File: config.mk
export PLATFORM = sky130hd
export DESIGN_NAME = multi_timer_scheduler_table
export DESIGN_NICKNAME = d
export VERILOG_FILES = /design/src/rtl/mts_pkg.sv /design/src/rtl/mts_ctrl.sv /design/src/rtl/mts_datapath.sv /design/src/rtl/multi_timer_scheduler_table.sv
export SDC_FILE = /design/constraint.sdc
export NUM_CORES = 2
export LEC_CHECK = 0
export ABC_AREA = 1
export BUFFER_PORTS_ARGS = -buffer_cell sky130_fd_sc_hd__buf_2
export CAP_MARGIN = 20
export CELL_PAD_IN_SITES_DETAIL_PLACEMENT = 1
export CELL_PAD_IN_SITES_GLOBAL_PLACEMENT = 2
export CORE_AREA = 8 8 482 578
export DETAILED_ROUTE_END_ITERATION = 10
export DIE_AREA = 0 0 490 586
export GPL_ROUTABILITY_DRIVEN = 0
export GPL_TIMING_DRIVEN = 0
export HOLD_SLACK_MARGIN = 0.15
export PLACE_DENSITY = 0.81
export SETUP_SLACK_MARGIN = 0.05
export SLEW_MARGIN = 5
export SYNTH_ARGS = -nofsm -noshare
export SYNTH_HDL_FRONTEND = slang
export SYNTH_SLANG_ARGS = --single-unit
File: constraint.sdc
create_clock -name clk -period 7.81 [get_ports clk]
set_input_delay 1.1715 -clock clk [delete_from_list [all_inputs] [get_ports clk]]
set_output_delay 1.1715 -clock clk [all_outputs]
set_load 0.03 [all_outputs]
File: src/rtl/mts_pkg.sv
// shared types and constants for the timer scheduler table
// no dependencies; imported by every module of the block
package mts_pkg;

    localparam logic [1:0] CMD_REGISTER   = 2'd0;
    localparam logic [1:0] CMD_UNREGISTER = 2'd1;
    localparam logic [1:0] CMD_TICK       = 2'd2;

    localparam logic [1:0] KIND_ASSIGNED = 2'd0;
    localparam logic [1:0] KIND_REFUSED  = 2'd1;
    localparam logic [1:0] KIND_FIRED    = 2'd2;

    typedef struct packed {
        logic [1:0]  command;
        logic [63:0] now_ms;
        logic [31:0] delay_ms;
        logic        periodic;
        logic [31:0] target_id;
    } req_t;

    typedef struct packed {
        logic [1:0]  kind;
        logic [31:0] timer_id;
        logic        last;
    } rsp_t;

    typedef struct packed {
        logic [31:0] id;
        logic [31:0] period;
        logic [63:0] due;
        logic        repeats;
    } entry_t;

    // what the datapath does with each entry read during a sweep
    typedef enum logic [2:0] {
        MODE_NONE,
        MODE_FREE,
        MODE_UNREG,
        MODE_MARK,
        MODE_SELECT
    } sweep_mode_t;

    typedef struct packed {
        logic        latch;
        logic        sweep_start;
        sweep_mode_t mode;
        logic        reg_finish;
        logic        fire;
    } ctl_cmd_t;

    typedef struct packed {
        logic sweep_done;
        logic count_zero;
    } ctl_sts_t;

    // due time addition, saturating at the top of the 64-bit range
    function automatic logic [63:0] due_add(input logic [63:0] base, input logic [31:0] delta);
        logic [64:0] sum;
        sum = {1'b0, base} + {33'b0, delta};
        return sum[64] ? '1 : sum[63:0];
    endfunction

endpackage

File: src/rtl/mts_ctrl.sv
// controller state machine for the timer scheduler table
// depends on mts_pkg for the command and status structs
module mts_ctrl (
    input  logic              clk,
    input  logic              rst_n,
    input  logic              start,
    input  logic [1:0]        command,
    input  mts_pkg::ctl_sts_t sts,
    output mts_pkg::ctl_cmd_t cmd,
    output logic              busy
);
    import mts_pkg::*;

    typedef enum logic [2:0] {
        ST_IDLE,
        ST_FREE,
        ST_REG_WRITE,
        ST_UNREG,
        ST_MARK,
        ST_CHECK,
        ST_SELECT,
        ST_FIRE
    } state_t;

    state_t state_reg;
    state_t state_next;
    logic   busy_reg;
    logic   busy_next;

    always_comb
    begin
        state_next          = state_reg;
        cmd                 = '0;
        cmd.mode            = MODE_NONE;
        unique case (state_reg)
            ST_IDLE:
            begin
                if (start)
                begin
                    cmd.latch = 1'b1;
                    unique case (command)
                        CMD_REGISTER:
                        begin
                            cmd.sweep_start = 1'b1;
                            state_next      = ST_FREE;
                        end
                        CMD_UNREGISTER:
                        begin
                            cmd.sweep_start = 1'b1;
                            state_next      = ST_UNREG;
                        end
                        CMD_TICK:
                        begin
                            cmd.sweep_start = 1'b1;
                            state_next      = ST_MARK;
                        end
                        default:
                        begin
                            state_next = ST_IDLE;
                        end
                    endcase
                end
            end
            ST_FREE:
            begin
                cmd.mode = MODE_FREE;
                if (sts.sweep_done)
                begin
                    state_next = ST_REG_WRITE;
                end
            end
            ST_REG_WRITE:
            begin
                cmd.reg_finish = 1'b1;
                state_next     = ST_IDLE;
            end
            ST_UNREG:
            begin
                cmd.mode = MODE_UNREG;
                if (sts.sweep_done)
                begin
                    state_next = ST_IDLE;
                end
            end
            ST_MARK:
            begin
                cmd.mode = MODE_MARK;
                if (sts.sweep_done)
                begin
                    state_next = ST_CHECK;
                end
            end
            ST_CHECK:
            begin
                if (sts.count_zero)
                begin
                    state_next = ST_IDLE;
                end
                else
                begin
                    cmd.sweep_start = 1'b1;
                    state_next      = ST_SELECT;
                end
            end
            ST_SELECT:
            begin
                cmd.mode = MODE_SELECT;
                if (sts.sweep_done)
                begin
                    state_next = ST_FIRE;
                end
            end
            ST_FIRE:
            begin
                cmd.fire   = 1'b1;
                state_next = ST_CHECK;
            end
        endcase
        busy_next = (state_next != ST_IDLE);
    end

    always_ff @(posedge clk or negedge rst_n)
    begin
        if (!rst_n)
        begin
            state_reg <= ST_IDLE;
            busy_reg  <= 1'b0;
        end
        else
        begin
            state_reg <= state_next;
            busy_reg  <= busy_next;
        end
    end

    assign busy = busy_reg;

endmodule

File: src/rtl/mts_datapath.sv
// datapath of the timer scheduler table: entry memory, valid and pending bits,
// sweep counter, best-id tracker and result register; depends on mts_pkg
module mts_datapath #(
    parameter int MAX_TIMERS = 16
) (
    input  logic              clk,
    input  logic              rst_n,
    input  mts_pkg::req_t     request,
    input  mts_pkg::ctl_cmd_t cmd,
    output mts_pkg::ctl_sts_t sts,
    output logic              strobe,
    output mts_pkg::rsp_t     response
);
    import mts_pkg::*;

    localparam int IDXW = (MAX_TIMERS > 1) ? $clog2(MAX_TIMERS) : 1;
    localparam int CNTW = $clog2(MAX_TIMERS + 1);
    localparam logic [IDXW-1:0] LAST_IDX = IDXW'(MAX_TIMERS - 1);

    entry_t entry_mem [MAX_TIMERS];

    // control state
    logic [MAX_TIMERS-1:0] valid_reg, valid_next;
    logic [MAX_TIMERS-1:0] pending_reg, pending_next;
    logic [CNTW-1:0]       count_reg, count_next;
    logic [31:0]           next_id_reg, next_id_next;
    logic                  sweep_reg, sweep_next;
    logic [IDXW-1:0]       idx_reg, idx_next;
    logic                  rd_vld_reg, rd_vld_next;
    logic                  best_found_reg, best_found_next;
    logic                  free_found_reg, free_found_next;
    logic                  strobe_reg, strobe_next;

    // payload
    req_t                  req_reg, req_next;
    logic [IDXW-1:0]       rd_idx_reg, rd_idx_next;
    entry_t                rd_data_reg;
    entry_t                best_reg, best_next;
    logic [IDXW-1:0]       best_slot_reg, best_slot_next;
    logic [IDXW-1:0]       free_slot_reg, free_slot_next;
    rsp_t                  rsp_reg, rsp_next;

    logic                  mem_we;
    logic [IDXW-1:0]       mem_addr;
    entry_t                mem_wdata;
    logic                  rd_valid_bit;

    assign rd_valid_bit = valid_reg[rd_idx_reg];

    // memory write: new entry on register, re-armed entry on a periodic fire
    always_comb
    begin
        mem_we    = 1'b0;
        mem_addr  = free_slot_reg;
        mem_wdata = best_reg;
        if (cmd.reg_finish && free_found_reg)
        begin
            mem_we            = 1'b1;
            mem_addr          = free_slot_reg;
            mem_wdata.id      = next_id_reg;
            mem_wdata.period  = req_reg.delay_ms;
            mem_wdata.due     = due_add(req_reg.now_ms, req_reg.delay_ms);
            mem_wdata.repeats = req_reg.periodic;
        end
        else if (cmd.fire && best_reg.repeats)
        begin
            mem_we        = 1'b1;
            mem_addr      = best_slot_reg;
            mem_wdata.due = due_add(req_reg.now_ms, best_reg.period);
        end
    end

    always_ff @(posedge clk)
    begin
        if (mem_we)
        begin
            entry_mem[mem_addr] <= mem_wdata;
        end
        rd_data_reg <= entry_mem[idx_reg];
    end

    always_comb
    begin
        valid_next      = valid_reg;
        pending_next    = pending_reg;
        count_next      = count_reg;
        next_id_next    = next_id_reg;
        sweep_next      = sweep_reg;
        idx_next        = idx_reg;
        rd_vld_next     = sweep_reg;
        rd_idx_next     = idx_reg;
        best_found_next = best_found_reg;
        free_found_next = free_found_reg;
        strobe_next     = 1'b0;
        req_next        = req_reg;
        best_next       = best_reg;
        best_slot_next  = best_slot_reg;
        free_slot_next  = free_slot_reg;
        rsp_next        = rsp_reg;

        if (cmd.latch)
        begin
            req_next        = request;
            count_next      = '0;
            free_found_next = 1'b0;
        end

        // one entry read per cycle, read data comes back through a register
        if (cmd.sweep_start)
        begin
            sweep_next      = 1'b1;
            idx_next        = '0;
            best_found_next = 1'b0;
        end
        else if (sweep_reg)
        begin
            if (idx_reg == LAST_IDX)
            begin
                sweep_next = 1'b0;
            end
            else
            begin
                idx_next = idx_reg + IDXW'(1);
            end
        end

        if (rd_vld_reg)
        begin
            unique case (cmd.mode)
                MODE_FREE:
                begin
                    if (!rd_valid_bit && !free_found_reg)
                    begin
                        free_found_next = 1'b1;
                        free_slot_next  = rd_idx_reg;
                    end
                end
                MODE_UNREG:
                begin
                    if (rd_valid_bit && rd_data_reg.id == req_reg.target_id)
                    begin
                        valid_next[rd_idx_reg] = 1'b0;
                    end
                end
                MODE_MARK:
                begin
                    pending_next[rd_idx_reg] = rd_valid_bit
                                               && (rd_data_reg.due <= req_reg.now_ms);
                    if (rd_valid_bit && (rd_data_reg.due <= req_reg.now_ms))
                    begin
                        count_next = count_reg + CNTW'(1);
                    end
                end
                MODE_SELECT:
                begin
                    // strict compare keeps the lowest slot among equal ids
                    if (pending_reg[rd_idx_reg]
                        && (!best_found_reg || rd_data_reg.id < best_reg.id))
                    begin
                        best_found_next = 1'b1;
                        best_next       = rd_data_reg;
                        best_slot_next  = rd_idx_reg;
                    end
                end
                default:
                begin
                end
            endcase
        end

        if (cmd.reg_finish)
        begin
            strobe_next = 1'b1;
            if (free_found_reg)
            begin
                valid_next[free_slot_reg] = 1'b1;
                next_id_next  = (next_id_reg == '1) ? 32'd1 : next_id_reg + 32'd1;
                rsp_next.kind     = KIND_ASSIGNED;
                rsp_next.timer_id = next_id_reg;
                rsp_next.last     = 1'b1;
            end
            else
            begin
                rsp_next.kind     = KIND_REFUSED;
                rsp_next.timer_id = '0;
                rsp_next.last     = 1'b1;
            end
        end

        if (cmd.fire)
        begin
            strobe_next                 = 1'b1;
            rsp_next.kind               = KIND_FIRED;
            rsp_next.timer_id           = best_reg.id;
            rsp_next.last               = (count_reg == CNTW'(1));
            pending_next[best_slot_reg] = 1'b0;
            count_next                  = count_reg - CNTW'(1);
            if (!best_reg.repeats)
            begin
                valid_next[best_slot_reg] = 1'b0;
            end
        end
    end

    always_ff @(posedge clk or negedge rst_n)
    begin
        if (!rst_n)
        begin
            valid_reg      <= '0;
            pending_reg    <= '0;
            count_reg      <= '0;
            next_id_reg    <= 32'd1;
            sweep_reg      <= 1'b0;
            idx_reg        <= '0;
            rd_vld_reg     <= 1'b0;
            best_found_reg <= 1'b0;
            free_found_reg <= 1'b0;
            strobe_reg     <= 1'b0;
        end
        else
        begin
            valid_reg      <= valid_next;
            pending_reg    <= pending_next;
            count_reg      <= count_next;
            next_id_reg    <= next_id_next;
            sweep_reg      <= sweep_next;
            idx_reg        <= idx_next;
            rd_vld_reg     <= rd_vld_next;
            best_found_reg <= best_found_next;
            free_found_reg <= free_found_next;
            strobe_reg     <= strobe_next;
        end
    end

    always_ff @(posedge clk)
    begin
        req_reg       <= req_next;
        rd_idx_reg    <= rd_idx_next;
        best_reg      <= best_next;
        best_slot_reg <= best_slot_next;
        free_slot_reg <= free_slot_next;
        rsp_reg       <= rsp_next;
    end

    assign sts.sweep_done = rd_vld_reg && (rd_idx_reg == LAST_IDX);
    assign sts.count_zero = (count_reg == '0);
    assign strobe         = strobe_reg;
    assign response       = rsp_reg;

endmodule

File: src/rtl/multi_timer_scheduler_table.sv
// top level of the timer scheduler table
// depends on mts_pkg, mts_ctrl and mts_datapath
//
//  channel    handshake        payload     direction
//  request    start / busy     req_t       in   (beat taken when start && !busy)
//  response   strobe           rsp_t       out  (one cycle per beat, cannot stall)
//
// n = MAX_TIMERS. every pass walks the entry memory one slot per cycle (one read port)
// register: a free-slot pass, then the write and the result beat; unregister: a matching pass, no result beat
// tick: a marking pass finds the due set, then a selecting pass per fired timer
// (each fire needs a full pass for the lowest pending id)
// reset empties the table through valid bits at once; no clearing pass
// results leave through an output register with no back-pressure
module multi_timer_scheduler_table #(
    parameter int MAX_TIMERS = 16
) (
    input  logic          clk,
    input  logic          rst_n,
    input  logic          start,
    output logic          busy,
    input  mts_pkg::req_t request,
    output logic          strobe,
    output mts_pkg::rsp_t response
);
    import mts_pkg::*;

    ctl_cmd_t cmd;
    ctl_sts_t sts;

    mts_ctrl u_ctrl (
        .clk     (clk),
        .rst_n   (rst_n),
        .start   (start),
        .command (request.command),
        .sts     (sts),
        .cmd     (cmd),
        .busy    (busy)
    );

    mts_datapath #(
        .MAX_TIMERS (MAX_TIMERS)
    ) u_datapath (
        .clk      (clk),
        .rst_n    (rst_n),
        .request  (request),
        .cmd      (cmd),
        .sts      (sts),
        .strobe   (strobe),
        .response (response)
    );

endmodule

# Word level (Yosys, flattened, before mapping)
# Memories as Yosys holds them, arrays and structs flattened. A register that Yosys moved wholly into a read port is not among the register bits.
# Index checks and enable logic that the tools add are counted.
[word_totals]
register_bits = 387
mem_bits_rw = 2064
in_bits = 134
output_inout_bits = 37
memories = 1
[classes]
addsub = 6
order_cmp = 8
eq_ne = 19
muxes = 74
n_bitwise = 6
n_reduce_logical = 25
[memory_table]
columns = ["memory", "depth", "word_bits", "read_ports", "rd_clocked_by_memory_dff", "write_ports", "line", "text"]
rows = [
  ["u_datapath.entry_mem", 16, 129, 1, 1, 1, "mts_datapath.sv:20", "entry_t entry_mem [MAX_TIMERS];"],
]
[ops]
columns = ["cell", "count"]
rows = [
  ["$mux 64", 5],
  ["$mux 16", 10],
  ["$add 64x32->65", 2],
  ["$mux 33", 2],
  ["$le 64x64->1", 1],
  ["$and 16x16->16", 3],
  ["$mux 34", 1],
  ["$add 32x1->32 const B", 1],
  ["$eq 32x32->1", 1],
  ["$eq 32x32->1 const B", 1],
  ["$lt 32x32->1", 1],
  ["$mux 32", 1],
  ["$not 16->16", 2],
  ["$mux 1", 28],
  ["$mux 5", 5],
  ["$pmux 3 s8", 1],
  ["$mux 4", 5],
  ["$mux 3", 6],
  ["$bwmux 16", 1],
  ["$or 16x16->16", 1],
  ["$eq 3x3->1 const B", 5],
  ["$lt 4x5->1 const B", 3],
  ["$demux 1 s4", 3],
  ["$eq 3x2->1 const B", 4],
  ["26 further kinds", 45],
]

# Depth between registers and ports, before layout
[logic_depth]
word_depth = 15
depth_mapped = 21

# Modules after synthesis
# From an unflattened synthesis, not the netlist that was laid out.
[hier_totals]
cells_unflattened = 8881
hier_area_um2 = 106811.2
[modules_own_cells]
columns = ["module", "n_inst", "cells_per_inst", "area_per_inst_um2"]
rows = [
  ["mts_datapath", 1, 8823, 106449.6],
  ["mts_ctrl", 1, 58, 361.6],
]

# Worst setup path after synthesis
# Ideal clock, no wire load.
[synth_timing]
kind = "input to register"
start = "in start"
end = "reg u_datapath.count_reg[4]"
setup_ps = 120
arrival_ps = 7811
t_required_ps = 7690
setup_slack_ps = -122
cell_stages = 9
n_path_buf = 0
path_cell_list = "inv_1 > nor2_1 > inv_1 > nand2_1 > inv_1 > nand2_1 > nand2_1 > nand2_1 > nand2_1"
[synth_lines]
columns = ["item", "line", "text"]
rows = [
  ["start: declaration", "multi_timer_scheduler_table.sv:19", "input logic start,"],
  ["end signal: assignment", "mts_datapath.sv:224", "count_reg <= count_next;"],
  ["end: declaration", "mts_datapath.sv:25", "logic [CNTW-1:0] count_reg, count_next;"],
]

# Final worst setup path
[layout_timing]
start = "reg u_ctrl.state_reg[2]"
end = "mem u_datapath.entry_mem[2][64] (netlist name), enable pin"
[layout_between]
elab_chain_len = 7
[layout_rtl]
columns = ["item", "line", "text"]
rows = [
  ["start: declaration", "mts_ctrl.sv:25", "state_t state_reg;"],
  ["start signal: assignment", "mts_ctrl.sv:131", "state_reg <= state_next;"],
  ["$eq 3x3->1", "mts_ctrl.sv:35", "unique case (state_reg)"],
  ["$mux 1", "mts_ctrl.sv:35", ""],
  ["$logic_and 1x1->1", "mts_datapath.sv:65", "else if (cmd.fire && best_reg.repeats)"],
  ["$mux 1", "mts_datapath.sv:65", ""],
  ["$mux 1", "mts_datapath.sv:56", "if (cmd.reg_finish && free_found_reg)"],
  ["$mux 1", "mts_datapath.sv:75", "if (mem_we)"],
  ["$mux 1 (not written as such)", "mts_datapath.sv:77", "entry_mem[mem_addr] <= mem_wdata;"],
  ["end: declaration", "mts_datapath.sv:20", ""],
]
# Parallel ways exist; a longest one is shown, timed or not.

==> reports/metrics.cfg <==
[timing]
hold_violations = 0
grt_setup_unrepaired = no
post-route-period-util_pct = 66.0
worstMarginPinSlew_ns = 1.17
fin_crit_ns = 5.15
max_freq_ghz = 0.194
setup_slack_ns = 2.66
slew_viol_final = 0
slew_headroom_pct = 21.5
setup_viol = 0
skew_ns = 0.0638
fin_tns_setup_ns = 0

[synthesis]
synth-compound-area-share_pct = 11.6
synth.top_cell.area_share_pct = 66.3
synth_warnings = 0
synthMuxAreaShare_pct = 0
netlist-cell-type-count = 57
synth-seq-cells = 2580
syn-cell-area_um2 = 107000
synth.top_cells.by_area = edfxtp_1 (66%), o21ai_0 (5.9%), nor2_1 (4.8%), nand2_1 (3.6%), dfxtp_1 (2.5%)
synth_top_cell_by_area = edfxtp_1
synth_top_family_by_area = simple AND/OR/NAND/NOR gates
synth_fa_ha_area_share_pct = 1.96
synth-simple-area-share_pct = 11.7
syn_nets = 9195
syn_inst = 8895
synth_xor_area_share_pct = 0.770
ys_seq_area_share_pct = 70.8
avgSynthCellArea_um2 = 12.0

[cts]
h-tree-depth = 5
clkLatencyLatePin_ns = 0.88
cts_tree = done
cts_sinks = 2580
post_cts_resized = 0
root_buffer = clkbuf_16
numCtsBuffers = 266
holdBufCountCts = 0
cts_buffer_depth = 4
clkTransAtPathRegs_ns = 0.06
cts_setup_buffers = 0

[power]
internal_power_mw = 27.6
switchingPower_mw = 17.7
power_density_nw_per_um2 = 365
ir_drop_mv = 0.215
power_frac_seq_pct = 38.6
combPwrFrac_pct = 33.1
p_clk_share_pct = 28.3
p_leak_nw = 42.0
swShare_pct = 39.2

[drt]
drt_iter0_drc = 9004
final_antenna_net_count = 0
wirelength_um = 407000
wl_per_cell_um = 30.6
viasPerCell = 5.92
vias = 78800
drc = 0
dr.pass1.iters = 8

[place]
port_buffers = 170
dpl_worst_slack_ns = 2.77
hpwl_um = 297000
placedCellCount = 12800

[layout]
stdcell_count = 13300
drive_above_1_share_pct = 9.56
fin_util_pct = 46.1
final_nets = 9794
area_growth_syn_to_layout_pct = 16.0
register_area_um2 = 75700
multi_input_area_um2 = 28100
n_fill_cell = 28000
top_register = u_datapath.entry_mem
largest_reg_flops = 2064

[global_routing]
grt_overflow_total = 0
first_global_vias = 81700
antenna_found_initial = 51
grt_pass1_wl_um = 573000
grt_max_degree = 97
grt_usage_pct = 27.1

[critical_path]
critPathBufInv = 8
cp.required_ns = 8.34
worst_path_max_delay_cell = nor2_4
start_kind = register
crit_fanout = 24
r2r-end = u_datapath.entry_mem[2][64]
reg2reg_from = u_ctrl.state_reg[2]
cp_common_cell = buf_12
crit_type = reg2reg
cpLargestDelayFamily = simple AND/OR/NAND/NOR gates
endpoint_kind = register
cpPeakStageDelay_ns = 0.74
rrSetupSlack_ns = 2.66
r2r_cells = 15
cp.arrival_ns = 5.68
crit_chain = inv_2, nand2_4, nor2_8, inv_4, nand2_4, nor2_8, nor2_4, inv_2, buf_2, nand3_1, nor2_4, buf_12, buf_12, buf_12, buf_12

[floorplanning]
die_y_um = 586
die_w_um = 490
fp-row-count = 209
core_area_um2 = 269000
start_util_pct = 39.7
die_area_um2 = 287000
io_pins = 171

[status]
status = complete, no violations

[min_path]
hold_class = in2async

[job]
max-cap-violations = 0

-- power by group through the flow --
stage	Sequential [mW]	Clock (mW)	Combinational, mW
global route	17.5	13.3	15.9
finish	17.5	12.8	15.0
CTS	17.5	12.9	14.8
global placement	17.8	0	13.8
floorplan	17.2	0	7.85
detailed placement	17.7	0	14.6
-- layer usage --
metal  share of wire (%)  global-route usage [%]  up-vias
li1                    -                       -    33700
met5               0.034                       0        -
met4                 6.6                    16.0       20
met1                  38                    33.3    40300
met3                 8.6                    5.28     1007
met2                  47                    44.8     3833
-- Yosys cell counts, drive strengths merged --
cell type	count
a22oi	8
nand2b	1
a31oi	12
xor2	45
dfrtp	81
nand3b	3
o22ai	340
ha	164
dfxtp	135
nand4	51
nor4	14
nor3	80
nand3	429
o21a	11
a21oi	224
nor3b	3
edfxtp	2363
buf	80
nor2	1379
inv	375
o21bai	15
a21o	9
or2	20
clkbuf	401
o221ai	206
dfstp	1
o21ai	1288
xnor2	49
o211ai	61
and3	3
fa	2
clkinv	2
nand2	1033
a21boi	3
o2111ai	4
-- through the flow --
step | power [mW] | cell area, um^2 | hold WS [ns]
finish | 45.3 | 124000 | 0.301
global route | 46.7 | 124000 | 0.315
CTS | 45.1 | 124000 | 0.268
detailed placement | 32.3 | 115000 | 0.394
global placement | 31.6 | 112000 | 0.390
floorplan | 25.1 | 107000 | 0.345
-- placed cells by master, fill, tap and decap left out, drive strengths merged --
cell / Yosys / final
edfxtp: 2363 / 2363
nor2: 1379 / 1379
o21ai: 1288 / 1288
nand2: 1033 / 1033
clkbuf: 401 / 764
nand3: 429 / 429
buf: 80 / 411
inv: 375 / 387
o22ai: 340 / 340
a21oi: 224 / 224
o221ai: 206 / 206
ha: 164 / 164
dfxtp: 135 / 135
dfrtp: 81 / 81
nor3: 80 / 80
clkinv: 2 / 72
o211ai: 61 / 61
nand4: 51 / 51
xnor2: 49 / 49
xor2: 45 / 45
diode: 0 / 34
or2: 20 / 20
bufinv: 0 / 17
o21bai: 15 / 15
nor4: 14 / 14
a31oi: 12 / 12
o21a: 11 / 11
a21o: 9 / 9
clkinvlp: 0 / 8
a22oi: 8 / 8
o2111ai: 4 / 4
and3: 3 / 3
a21boi: 3 / 3
nor3b: 3 / 3
nand3b: 3 / 3
fa: 2 / 2
nand2b: 1 / 1
dfstp: 1 / 1
-- final cells by class --
class / instances / area share (%)
sequential: 2580 / 61.0
multi-input combinational: 5457 / 22.7
clock buffer: 363 / 6.08
tap: 3587 / 3.62
timing repair buffer: 331 / 2.96
buffer: 481 / 1.57
inverter: 377 / 1.15
clock inverter: 107 / 0.849
antenna: 34 / 0.0686
-- cell families after synthesis --
family / Yosys count
XOR/XNOR: 94
buffers and inverters: 858
AND/OR/NAND/NOR: 3016
flip-flops: 2580
adder cells (fa/ha/maj): 166
AO/OA/AOI/OAI: 2181
-- how the worst max path moves through the flow --
stage	start	end	cells past startpoint
global route	u_ctrl.state_reg[2]	u_datapath.entry_mem[2][64]	15
finish	u_ctrl.state_reg[2]	u_datapath.entry_mem[2][64]	15
CTS	u_ctrl.state_reg[2]	u_datapath.entry_mem[2][64]	15
global placement	u_datapath.free_found_reg	u_datapath.entry_mem[11][59]	11
floorplan	u_datapath.free_found_reg	u_datapath.entry_mem[8][0]	10
detailed placement	u_ctrl.state_reg[2]	u_datapath.entry_mem[2][60]	15
No activity file was read; power rests on OpenSTA's default activity.
